`config.mk`:
```
export PLATFORM = sky130hd
export DESIGN_NAME = item_response_probability_core
export DESIGN_NICKNAME = d
export VERILOG_FILES = /design/src/hdl/irp_pkg.sv /design/src/hdl/irp_arg.sv /design/src/hdl/irp_sigmoid.sv /design/src/hdl/irp_mix.sv /design/src/hdl/item_response_probability_core.sv
export SDC_FILE = /design/constraint.sdc
export NUM_CORES = 2
export LEC_CHECK = 0
export CAP_MARGIN = 25
export CORE_MARGIN = 2
export CORE_UTILIZATION = 60
export CTS_BUF_LIST = sky130_fd_sc_hd__clkbuf_2 sky130_fd_sc_hd__clkbuf_4 sky130_fd_sc_hd__clkbuf_8
export DETAILED_ROUTE_END_ITERATION = 8
export DONT_BUFFER_PORTS = 1
export HOLD_SLACK_MARGIN = 0.06
export PLACE_DENSITY = 0.73
export SLEW_MARGIN = 20
export SYNTH_ARGS = -nofsm -noshare
export SYNTH_HDL_FRONTEND = slang
export SYNTH_SLANG_ARGS = --single-unit
```
`constraint.sdc`:
```
create_clock -name clk -period 22.2 [get_ports clk]
set_input_delay 3.33 -clock clk [delete_from_list [all_inputs] [get_ports clk]]
set_output_delay 3.33 -clock clk [all_outputs]
set_load 0.01 [all_outputs]
```
`src/hdl/irp_pkg.sv`:
```
package irp_pkg;

	localparam int SIGMOID_SEGMENTS = 64;
	localparam int SEG_W            = $clog2(SIGMOID_SEGMENTS + 1);
	localparam int CLAMP_SHIFT      = 39;
	localparam int CLAMP_W          = CLAMP_SHIFT + 1;
	localparam int FRAC_W           = CLAMP_SHIFT;
	localparam int ZMAG_W           = 48;
	localparam int SERIES_TERMS     = 80;
	localparam longint unsigned KNOT_SPAN_Q16 = 64'd524288;
	localparam logic [15:0] SCALE_RESET = 16'd6971;

	// accept edge to the edge that takes the result
	localparam int IRP_LATENCY = 8;

	typedef logic [SIGMOID_SEGMENTS:0][15:0] knot_rom_t;

	typedef struct packed {
		logic              valid;
		logic              neg;
		logic [ZMAG_W-1:0] zmag;
		logic [15:0]       guessing;
		logic              last;
	} irp_arg_t;

	typedef struct packed {
		logic        valid;
		logic [16:0] sig;
		logic [15:0] guessing;
		logic        last;
	} irp_sig_t;

	// shift and subtract quotient, used only while building the knot ROM
	function automatic longint unsigned div_u64(input longint unsigned num,
		input longint unsigned den);
		longint unsigned quo;
		longint unsigned rem;
		quo = '0;
		rem = '0;
		for (int i = 63; i >= 0; i--) begin
			rem = {rem[62:0], num[i]};
			if (rem >= den) begin
				rem    = rem - den;
				quo[i] = 1'b1;
			end
		end
		return quo;
	endfunction

	// logistic knot e^x / (e^x + 1) in Q0.16, e^x from a truncated series in Q32
	function automatic logic [15:0] knot_value(input longint unsigned xq16);
		longint unsigned term;
		longint unsigned sum;
		longint unsigned den;
		longint unsigned num;
		logic            stop;
		term = 64'd1 << 32;
		sum  = term;
		stop = 1'b0;
		for (int n = 1; n <= SERIES_TERMS; n++) begin
			if (!stop) begin
				term = div_u64((term * xq16) >> 16, longint'(unsigned'(n)));
				if (term == 64'd0) begin
					stop = 1'b1;
				end else begin
					sum = sum + term;
				end
			end
		end
		den = sum + (64'd1 << 32);
		num = (sum << 16) + (den >> 1);
		return 16'(div_u64(num, den));
	endfunction

	function automatic knot_rom_t build_knots();
		knot_rom_t       rom;
		longint unsigned x;
		for (int k = 0; k <= SIGMOID_SEGMENTS; k++) begin
			x = (longint'(unsigned'(k)) * KNOT_SPAN_Q16) / SIGMOID_SEGMENTS;
			rom[k] = knot_value(x);
		end
		return rom;
	endfunction

	localparam knot_rom_t KNOT_ROM = build_knots();

endpackage

```
`src/hdl/irp_arg.sv`:
```
module irp_arg import irp_pkg::*; (
	input  logic               clk,
	input  logic               arst_n,
	input  logic               in_valid,
	input  logic signed [15:0] theta,
	input  logic [15:0]        discrimination,
	input  logic signed [15:0] difficulty,
	input  logic [15:0]        guessing,
	input  logic               last_threshold,
	input  logic [15:0]        scale,
	output irp_arg_t           arg
);

	logic signed [16:0] diff;
	logic               neg;
	logic [15:0]        mag;

	logic               valid_s1, neg_s1, last_s1;
	logic [15:0]        mag_s1, c_s1;
	logic [31:0]        da_s1;

	logic               valid_s2, neg_s2, last_s2;
	logic [15:0]        c_s2;
	logic [ZMAG_W-1:0]  zmag_s2;

	// |theta - b| fits 16 bits: the difference lies in [-65535, 65535]
	assign diff = {theta[15], theta} - {difficulty[15], difficulty};
	assign neg  = diff[16];
	assign mag  = neg ? 16'(-diff) : 16'(diff);

	always_ff @(posedge clk or negedge arst_n) begin
		if (!arst_n) begin
			valid_s1 <= 1'b0;
			valid_s2 <= 1'b0;
		end else begin
			valid_s1 <= in_valid;
			valid_s2 <= valid_s1;
		end
	end

	always_ff @(posedge clk) begin
		neg_s1  <= neg;
		mag_s1  <= mag;
		da_s1   <= scale * discrimination;
		c_s1    <= guessing;
		last_s1 <= last_threshold;

		neg_s2  <= neg_s1;
		zmag_s2 <= ZMAG_W'(da_s1) * ZMAG_W'(mag_s1);
		c_s2    <= c_s1;
		last_s2 <= last_s1;
	end

	assign arg.valid    = valid_s2;
	assign arg.neg      = neg_s2;
	assign arg.zmag     = zmag_s2;
	assign arg.guessing = c_s2;
	assign arg.last     = last_s2;

endmodule

```
`src/hdl/irp_sigmoid.sv`:
```
module irp_sigmoid import irp_pkg::*; (
	input  logic     clk,
	input  logic     arst_n,
	input  irp_arg_t arg,
	output irp_sig_t sig
);

	localparam int P_W = CLAMP_SHIFT + SEG_W;
	localparam logic [CLAMP_W-1:0] LIM = CLAMP_W'(1) << CLAMP_SHIFT;

	logic [CLAMP_W-1:0]       zc;
	logic [P_W-1:0]           p;
	logic [SEG_W-1:0]         kn;
	logic                     at_end;
	logic signed [16:0]       delta;
	logic signed [16:0]       step;
	logic [16:0]              y;

	logic                     valid_s3, neg_s3, last_s3;
	logic [15:0]              c_s3;
	logic [SEG_W-1:0]         k_s3;
	logic [FRAC_W-1:0]        f_s3;

	logic                     valid_s4, neg_s4, last_s4;
	logic [15:0]              c_s4, base_s4;
	logic signed [16:0]       delta_s4;
	logic [FRAC_W-1:0]        f_s4;

	logic                     valid_s5, neg_s5, last_s5;
	logic [15:0]              c_s5, base_s5;
	logic signed [FRAC_W+17:0] prod_s5;

	logic                     valid_s6, last_s6;
	logic [15:0]              c_s6;
	logic [16:0]              s_s6;

	// clamp |z| to 8, then split |z| * segments into segment and fraction
	assign zc = (arg.zmag > ZMAG_W'(LIM)) ? LIM : arg.zmag[CLAMP_W-1:0];
	assign p  = P_W'(zc) * P_W'(SIGMOID_SEGMENTS);

	// end segment: hold the last knot, no slope
	assign at_end = (k_s3 >= SEG_W'(SIGMOID_SEGMENTS));
	assign kn     = at_end ? SEG_W'(SIGMOID_SEGMENTS) : k_s3 + SEG_W'(1);
	assign delta  = at_end ? 17'sd0 :
		$signed({1'b0, KNOT_ROM[kn]}) - $signed({1'b0, KNOT_ROM[k_s3]});

	// floor of the slope term, arithmetic shift keeps floor for a negative slope
	assign step = 17'(prod_s5 >>> FRAC_W);
	assign y    = 17'({1'b0, base_s5}) + 17'(step);

	always_ff @(posedge clk or negedge arst_n) begin
		if (!arst_n) begin
			valid_s3 <= 1'b0;
			valid_s4 <= 1'b0;
			valid_s5 <= 1'b0;
			valid_s6 <= 1'b0;
		end else begin
			valid_s3 <= arg.valid;
			valid_s4 <= valid_s3;
			valid_s5 <= valid_s4;
			valid_s6 <= valid_s5;
		end
	end

	always_ff @(posedge clk) begin
		neg_s3   <= arg.neg;
		c_s3     <= arg.guessing;
		last_s3  <= arg.last;
		k_s3     <= p[CLAMP_SHIFT +: SEG_W];
		f_s3     <= p[FRAC_W-1:0];

		neg_s4   <= neg_s3;
		c_s4     <= c_s3;
		last_s4  <= last_s3;
		base_s4  <= at_end ? KNOT_ROM[SIGMOID_SEGMENTS] : KNOT_ROM[k_s3];
		delta_s4 <= delta;
		f_s4     <= f_s3;

		neg_s5   <= neg_s4;
		c_s5     <= c_s4;
		last_s5  <= last_s4;
		base_s5  <= base_s4;
		prod_s5  <= delta_s4 * $signed({1'b0, f_s4});

		c_s6     <= c_s5;
		last_s6  <= last_s5;
		s_s6     <= neg_s5 ? 17'h10000 - y : y;
	end

	assign sig.valid    = valid_s6;
	assign sig.sig      = s_s6;
	assign sig.guessing = c_s6;
	assign sig.last     = last_s6;

endmodule

```
`src/hdl/irp_mix.sv`:
```
module irp_mix import irp_pkg::*; (
	input  logic        clk,
	input  logic        arst_n,
	input  irp_sig_t    sig,
	output logic        done,
	output logic [15:0] probability,
	output logic        last_out
);

	logic        valid_s7, last_s7;
	logic [15:0] c_s7;
	logic [33:0] prod_s7;
	logic [34:0] acc;

	logic        done_q, last_q;
	logic [15:0] prob_q;

	// c + (1 - c) * s, rounded half up
	assign acc = 35'(prod_s7) + {3'b0, c_s7, 16'h0} + 35'd32768;

	always_ff @(posedge clk or negedge arst_n) begin
		if (!arst_n) begin
			valid_s7 <= 1'b0;
			done_q   <= 1'b0;
		end else begin
			valid_s7 <= sig.valid;
			done_q   <= valid_s7;
		end
	end

	always_ff @(posedge clk) begin
		c_s7    <= sig.guessing;
		last_s7 <= sig.last;
		prod_s7 <= (17'h10000 - 17'(sig.guessing)) * sig.sig;

		last_q  <= last_s7;
		prob_q  <= (acc[34:32] != 3'b0) ? 16'hFFFF : acc[31:16];
	end

	assign done        = done_q;
	assign probability = prob_q;
	assign last_out    = last_q;

endmodule

```
`src/hdl/item_response_probability_core.sv`:
```
// Three-parameter logistic response probability, c + (1 - c) * sigmoid(D*a*(theta - b)).
//
// Input: one transfer per rising edge with start high and busy low. busy is
// never raised, so a new item (theta, discrimination, difficulty, guessing,
// last_threshold) may enter on every cycle. A polytomous item is sent as one
// transfer per threshold with last_threshold set on the final one.
// Output: each transfer yields one result. done is high for exactly one cycle
// with probability (Q0.16, saturated) and last_out; the receiver takes it at
// the edge that ends that cycle and cannot hold it off, so nothing stalls.
// Throughput: one item per cycle, through the eight pipeline registers
// (difference and D*a, z product, segment split, knot lookup, slope product,
// sign fold, guessing blend, output register).
// Config: scale_wdata is written to D (unsigned Q4.12) at an edge with
// scale_we high; write it only while no item is in flight.
// Reset: arst_n clears all valid bits at once and loads D = 6971 (about 1.702).
// The knot table is a constant ROM, so there is no start-up sweep.
module item_response_probability_core import irp_pkg::*; (
	input  logic               clk,
	input  logic               arst_n,
	input  logic               start,
	output logic               busy,
	input  logic signed [15:0] theta,
	input  logic [15:0]        discrimination,
	input  logic signed [15:0] difficulty,
	input  logic [15:0]        guessing,
	input  logic               last_threshold,
	input  logic               scale_we,
	input  logic [15:0]        scale_wdata,
	output logic               done,
	output logic [15:0]        probability,
	output logic               last_out
);

	logic [15:0] scale_q;
	irp_arg_t    arg;
	irp_sig_t    sig;

	// fully pipelined, never refuses a transfer
	assign busy = 1'b0;

	always_ff @(posedge clk or negedge arst_n) begin
		if (!arst_n) begin
			scale_q <= SCALE_RESET;
		end else if (scale_we) begin
			scale_q <= scale_wdata;
		end
	end

	// stages 1-2: theta - b, D*a, then the exact argument magnitude
	irp_arg u_arg (
		.clk            (clk),
		.arst_n         (arst_n),
		.in_valid       (start & ~busy),
		.theta          (theta),
		.discrimination (discrimination),
		.difficulty     (difficulty),
		.guessing       (guessing),
		.last_threshold (last_threshold),
		.scale          (scale_q),
		.arg            (arg)
	);

	// stages 3-6: clamp, piecewise-linear sigmoid, sign fold
	irp_sigmoid u_sigmoid (
		.clk    (clk),
		.arst_n (arst_n),
		.arg    (arg),
		.sig    (sig)
	);

	// stages 7-8: guessing floor blend, rounding, saturation
	irp_mix u_mix (
		.clk         (clk),
		.arst_n      (arst_n),
		.sig         (sig),
		.done        (done),
		.probability (probability),
		.last_out    (last_out)
	);

endmodule

```
Word level (Yosys, flattened, before mapping)
Memory sizes are Yosys's and may differ from the RTL's. A register that Yosys moved wholly into a read port is not among the register bits.
Index checks and enable logic that the tools add are counted.

cells by class
  multiply operators = 4
  shift operators = 0
  divide/modulo/power cells = 0
  bitwise gates (word level) = 0
  equality and inequality tests = 0
  $lt $le $gt $ge = 4
  $add $sub $neg = 9
  reduce and logical (&&, ||, !) cells = 1
  multiplexer cells = 6

operators by type and width
  cell                                                                                count
  17-bit by 34-bit multiplier with 50-bit output                                      1
  48-bit by 40-bit greater-than comparator with 1-bit output (second input constant)  1
  32-bit by 16-bit multiplier with 48-bit output                                      1
  16-bit 2-to-1 mux                                                                   3
  34-bit by 32-bit adder with 35-bit output                                           1
  35-bit by 16-bit adder with 35-bit output (second input constant)                   1
  34-bit by 17-bit multiplier with 34-bit output                                      1
  16-bit by 16-bit subtractor with 17-bit output                                      2
  16-bit by 16-bit multiplier with 32-bit output                                      1
  17-bit by 16-bit subtractor with 18-bit output (first input constant)               1
  16-bit by 17-bit adder with 17-bit output                                           1
  17-bit 2-to-1 mux                                                                   1
  17-bit subtractor (first input constant)                                            1
  7-bit by 8-bit < comparator with 1-bit output (second input constant)               2
  16-bit negator                                                                      1
  7-bit 2-to-1 mux                                                                    2
  7-bit by 1-bit adder with 7-bit output (second input constant)                      1
  7-bit >= comparator (second input constant)                                         1
  3-bit nonzero test                                                                  1

word-level totals
  input bits = 85
  memories = 2
  latch bits = 0
  ROM bits = 4096
  memory bits (writable) = 0
  flip-flop bits (word level) = 490

memories
  name              depth  bits a word  read ports  clocked after Yosys merged registers in  wr ports  RTL line           text
  (name not given)  128    16           1           0                                        0         irp_sigmoid.sv:45  $signed({1'b0, KNOT_ROM[kn]}) - $signed({1'b0, KNOT_ROM[k_s3]});
  (name not given)  128    16           1           1                                        0         irp_sigmoid.sv:45

Longest topological paths before layout
  depth in word-level cells = 5
  gate-level depth with buffers = 30
  depth with buffers taken out = 29

Cells and area by module
Synthesis repeated with hierarchy kept, for this count alone.

second synthesis, totals
  cell total of the unflattened synthesis = 7476
  area total of the unflattened synthesis = 67623.6 µm²

by module, submodules not included
  module                          instances  cells each  seq. area each (µm²)  area an instance (µm²)
  irp_arg                         1          3150        2692.6                28242.1
  irp_sigmoid                     1          2998        4904.7                27050.9
  irp_mix                         1          1292        1111.1                11658.7
  item_response_probability_core  1          36          411.6                 671.9

Worst setup path after synthesis
OpenSTA, ideal clock, no wires.

  path type = input to register
  start point = input port discrimination[1]
  end point = register u_arg.da_s1[30]
  stages = 24
  arrival = 9.048 ns
  slack = 13.025 ns
  cells stage by stage = clkbuf_1 nand2_1 fa_1 inv_1 fa_1 inv_1 fa_1 inv_1 fa_1 inv_1 fa_1 inv_1 fa_1 ha_1 or3_1 a31oi_1 nor2_1 nand3_1 a21oi_1 o41ai_1 a21oi_1 a221oi_1 nand4b_1 nand4_1

between the ends
  longest elaborated chain between the ends = 1

ends and longest elaborated chain
  item                                            RTL line                              text
  start: declaration                              item_response_probability_core.sv:23  input logic [15:0] discrimination,
  16-bit by 16-bit multiplier with 32-bit output  irp_arg.sv:44                         da_s1 <= scale * discrimination;
  end signal: assignment                          irp_arg.sv:44
  end: declaration                                irp_arg.sv:20                         logic [31:0] da_s1;

No other way between the ends.
A chain may end at the register's enable or synchronous reset.

Final worst setup path
Same ends and word-level chain as after synthesis.

==> summary.md <==
| Metric | Value |
|---|---|
| Nets | `9,166` |
| DR WL met3 | `10,200 um` |
| Clock transition at path regs | `0.06 ns` |
| Drt first pass iters | `6` |
| Kind of cell adding the most delay to the critical path | `adder cells` |
| Via-to-Cell Ratio | `5.53` |
| Worst path max stage delay | `0.58 ns` |
| Hold Path Class | `reg2reg` |
| Slew HR | `0.246` |
| First-pass GRT wire length | `269,000 um` |
| Final hold violations | `0` |
| Routed Antenna Nets | `0` |
| Initial antenna violation count | `1` |
| Most used cell along the critical path | `fa_1` |
| Critical path class | `in2reg` |
| CTS tree | `yes` |
| Minimum clock period | `8.79 ns` |
| Final Skew | `0.0614 ns` |
| Hold path cells | `0` |
| Asr flop ratio synth | `0.0535` |
| Post-Synthesis Cells | `7,368` |
| #FFs+latches synth | `449` |
| Initial DRC Count | `3,240` |
| Layout cell share with drive strength beyond 1 | `0.0392` |
| Top routing layer used | `met4` |
| Gr ovfl total | `0` |
| Routed length per instance | `18.4 um` |
| Synth unique cells | `90` |
| Rows | `122` |
| Syn Nets | `9,321` |
| Total negative slack | `0 ns` |
| Peak Freq | `114 MHz` |
| Io pins | `104` |
| Average size of a mapped cell | `9.05 um2` |
| DRC | `0` |
| Worst path depth | `23` |
| Period utilization | `0.396` |
| Cell type of the slowest stage on the worst timing path | `o41ai_1` |
| Worst R2R Path Depth | `28` |
| Buf/Inv on CP | `5` |
| Met1 wire length | `66,800 um` |
| Clock Path Buffers | `3` |
| Post-Syn Area | `0.0667 mm2` |
| Data arrival, critical path | `9.39 ns` |
| Largest net degree at the start of global routing | `52` |
| Clock latency on the worst-skew pair | `0.72 ns` |
| Dpl hpwl | `121,000 um` |
| Starting Density | `0.604` |
| CTS root buf | `clkbuf_8` |
| Final Wtd Congestion | `0.881` |
| All-Layer GR Usage | `0.297` |
| Core footprint | `0.111 mm2` |
| Post-Route WL | `161,000 um` |
| Placed cell areas | `0.0680 mm2` |
| Hold buffers post-CTS | `0` |
| Post-cts resize count | `0` |
| Status | `finished, final reports clean` |
| CP Launch Type | `input pin` |
| H-Tree Depth | `3` |
| Vias in the first global route | `52,800` |
| Met2 wire length | `78,000 um` |
| Slew Viols, Final | `0` |
| Slew @ Worst Pin | `1.10 ns` |
| Port Buffers | `0` |
| Clk sinks | `449` |
| EDFF count, synth | `0` |
| Final instance area | `0.0697 mm2` |
| Crit-path cells | `nand2_1 > fa_1 > inv_1 > fa_1 > inv_1 > fa_1 > inv_1 > fa_1 > inv_1 > fa_1 > inv_1 > fa_1 > ha_1 > or3_1 > a31oi_1 > nor2_1 > nand3_1 > a21oi_1 > o41ai_1 > a21oi_1 > a221oi_1 > nand4b_1 > nand4_1` |
| # Max-Cap Violations | `0` |
| Seq/Total Area, Yosys | `0.137` |
| Die Width | `337 um` |
| Post-CTS Setup Bufs | `0` |
| Required time of the critical path | `22.80 ns` |
| Ys flop type | `dfxtp_1` |
| Setup violations, final | `0` |
| Worst-path fanout max | `16` |
| Crit end category | `flop` |
| Num CTS Buffers | `76` |
| Total number of yosys warnings | `0` |
| Setup slack, reg-to-reg | `13.76 ns` |
| Die area | `0.114 mm2` |
| Area delta synth->final | `4.51%` |
| Fill count | `9,466` |
| Routed vias | `48,500` |
| RSZ-0062 raised after global routing | `false` |
| Die height | `337 um` |
[flip-flops by register name, summed over array words and instances (netlist names), 17 cells and up, named ones only]
name	flops
u_sigmoid.f_s4	33
u_arg.zmag_s2	48
u_mix.prod_s7	19
u_sigmoid.prod_s5	17
u_sigmoid.delta_s4	17
u_sigmoid.f_s3	33
u_sigmoid.s_s6	17
u_arg.da_s1	32
[synthesized netlist by cell type (all sizes together) (34+ instances only)]
cell type  count  area [um2]
inv         1566        5880
fa          1301       26000
nand2       1054        3960
and2         744        4650
ha           567        7090
dfxtp        425        8510
clkbuf       292        1100
a21oi        197         997
nor2         191         717
o21ai        146         731
xnor2        142        1240
a21o          76         571
nand3         62         310
xor2          50         445
nor3          46         235
nand2b        37         231
nor2b         34         213
[per-stage QoR]
stage | setup slack (ns) | cells | utilization | hold slack [ns]
6_report | 13.41 | 8762 | 0.631 | 0.292
3_5_place_dp | 12.72 | 8622 | 0.615 | 0.312
5_1_grt | 13.13 | 8760 | 0.631 | 0.296
3_3_place_gp | 12.91 | 8622 | 0.615 | 0.310
4_1_cts | 13.49 | 8754 | 0.630 | 0.289
2_1_floorplan | 13.03 | 7368 | - | 0.310
[metal layers]
| layer | global-route usage | up-vias |
|---|---|---|
| li1 | - | 21900 |
| met3 | 0.0427 | 378 |
| met4 | 0.103 | 0 |
| met1 | 0.390 | 24600 |
| met2 | 0.506 | 1651 |
| met5 | 0 | - |
[cell families (layout without fill, tap and decap cells)]
kind of cell	count (synthesis)	in the layout	synth area share
simple gates	2280	2280	0.166
compound gates	682	682	0.0659
xor+xnor	192	192	0.0253
buf+inv	1876	1775	0.106
flops	449	449	0.137
other cells	1	8	0.0000562
mux	20	20	0.00330
fa+ha+maj	1868	1868	0.497
[final timing paths]
check                                        start                  to
worst min register to register  u_sigmoid.f_s3[30]  u_sigmoid.f_s4[30]
worst min-delay path            u_sigmoid.f_s3[30]  u_sigmoid.f_s4[30]
worst max register to register   u_sigmoid.c_s6[0]   u_mix.prod_s7[33]
worst max-delay path             discrimination[1]     u_arg.da_s1[30]
min in group asynchronous                   arst_n         scale_q[15]
max in group asynchronous                   arst_n          scale_q[4]
[final cells by class]
cell class	count	area (um2)	area share
multi-input combinational	5043	50600	0.726
sequential	449	9130	0.131
tap	1488	1860	0.0267
antenna	7	17.5	0.000251
timing repair buffer	73	548	0.00786
clock inverter	26	309	0.00443
clock buffer	106	1350	0.0194
inverter	1570	5890	0.0845
[placed cells by master, fill, tap and decap left out, types with 9 or more instances in the layout]
master    instances
inv_1          1565
fa_1           1301
nand2_1        1054
and2_1          743
ha_1            567
dfxtp_1         414
a21oi_1         193
nor2_1          191
xnor2_1         138
o21ai_0         134
clkbuf_8         89
a21o_1           76
buf_4            73
nand3_1          62
xor2_1           47
nor3_1           45
nand2b_1         37
nor2b_1          34
o211ai_1         29
a31oi_1          25
nand4_1          25
a211oi_1         23
and3_1           21
o31ai_1          20
o21a_1           19
nor4_1           18
a221oi_1         17
o21bai_1         17
clkbuf_4         17
mux2_2           16
dfrtp_1          15
or3_1            13
o21ai_1          12
or2_2            11
o22ai_1          11
dfxtp_2          11
a211o_1           9
a21boi_0          9
dfstp_2           9
Power is left out: the tool's default activity adds up to more than one toggle a clock period on the data nets, which glitch-free logic cannot reach.
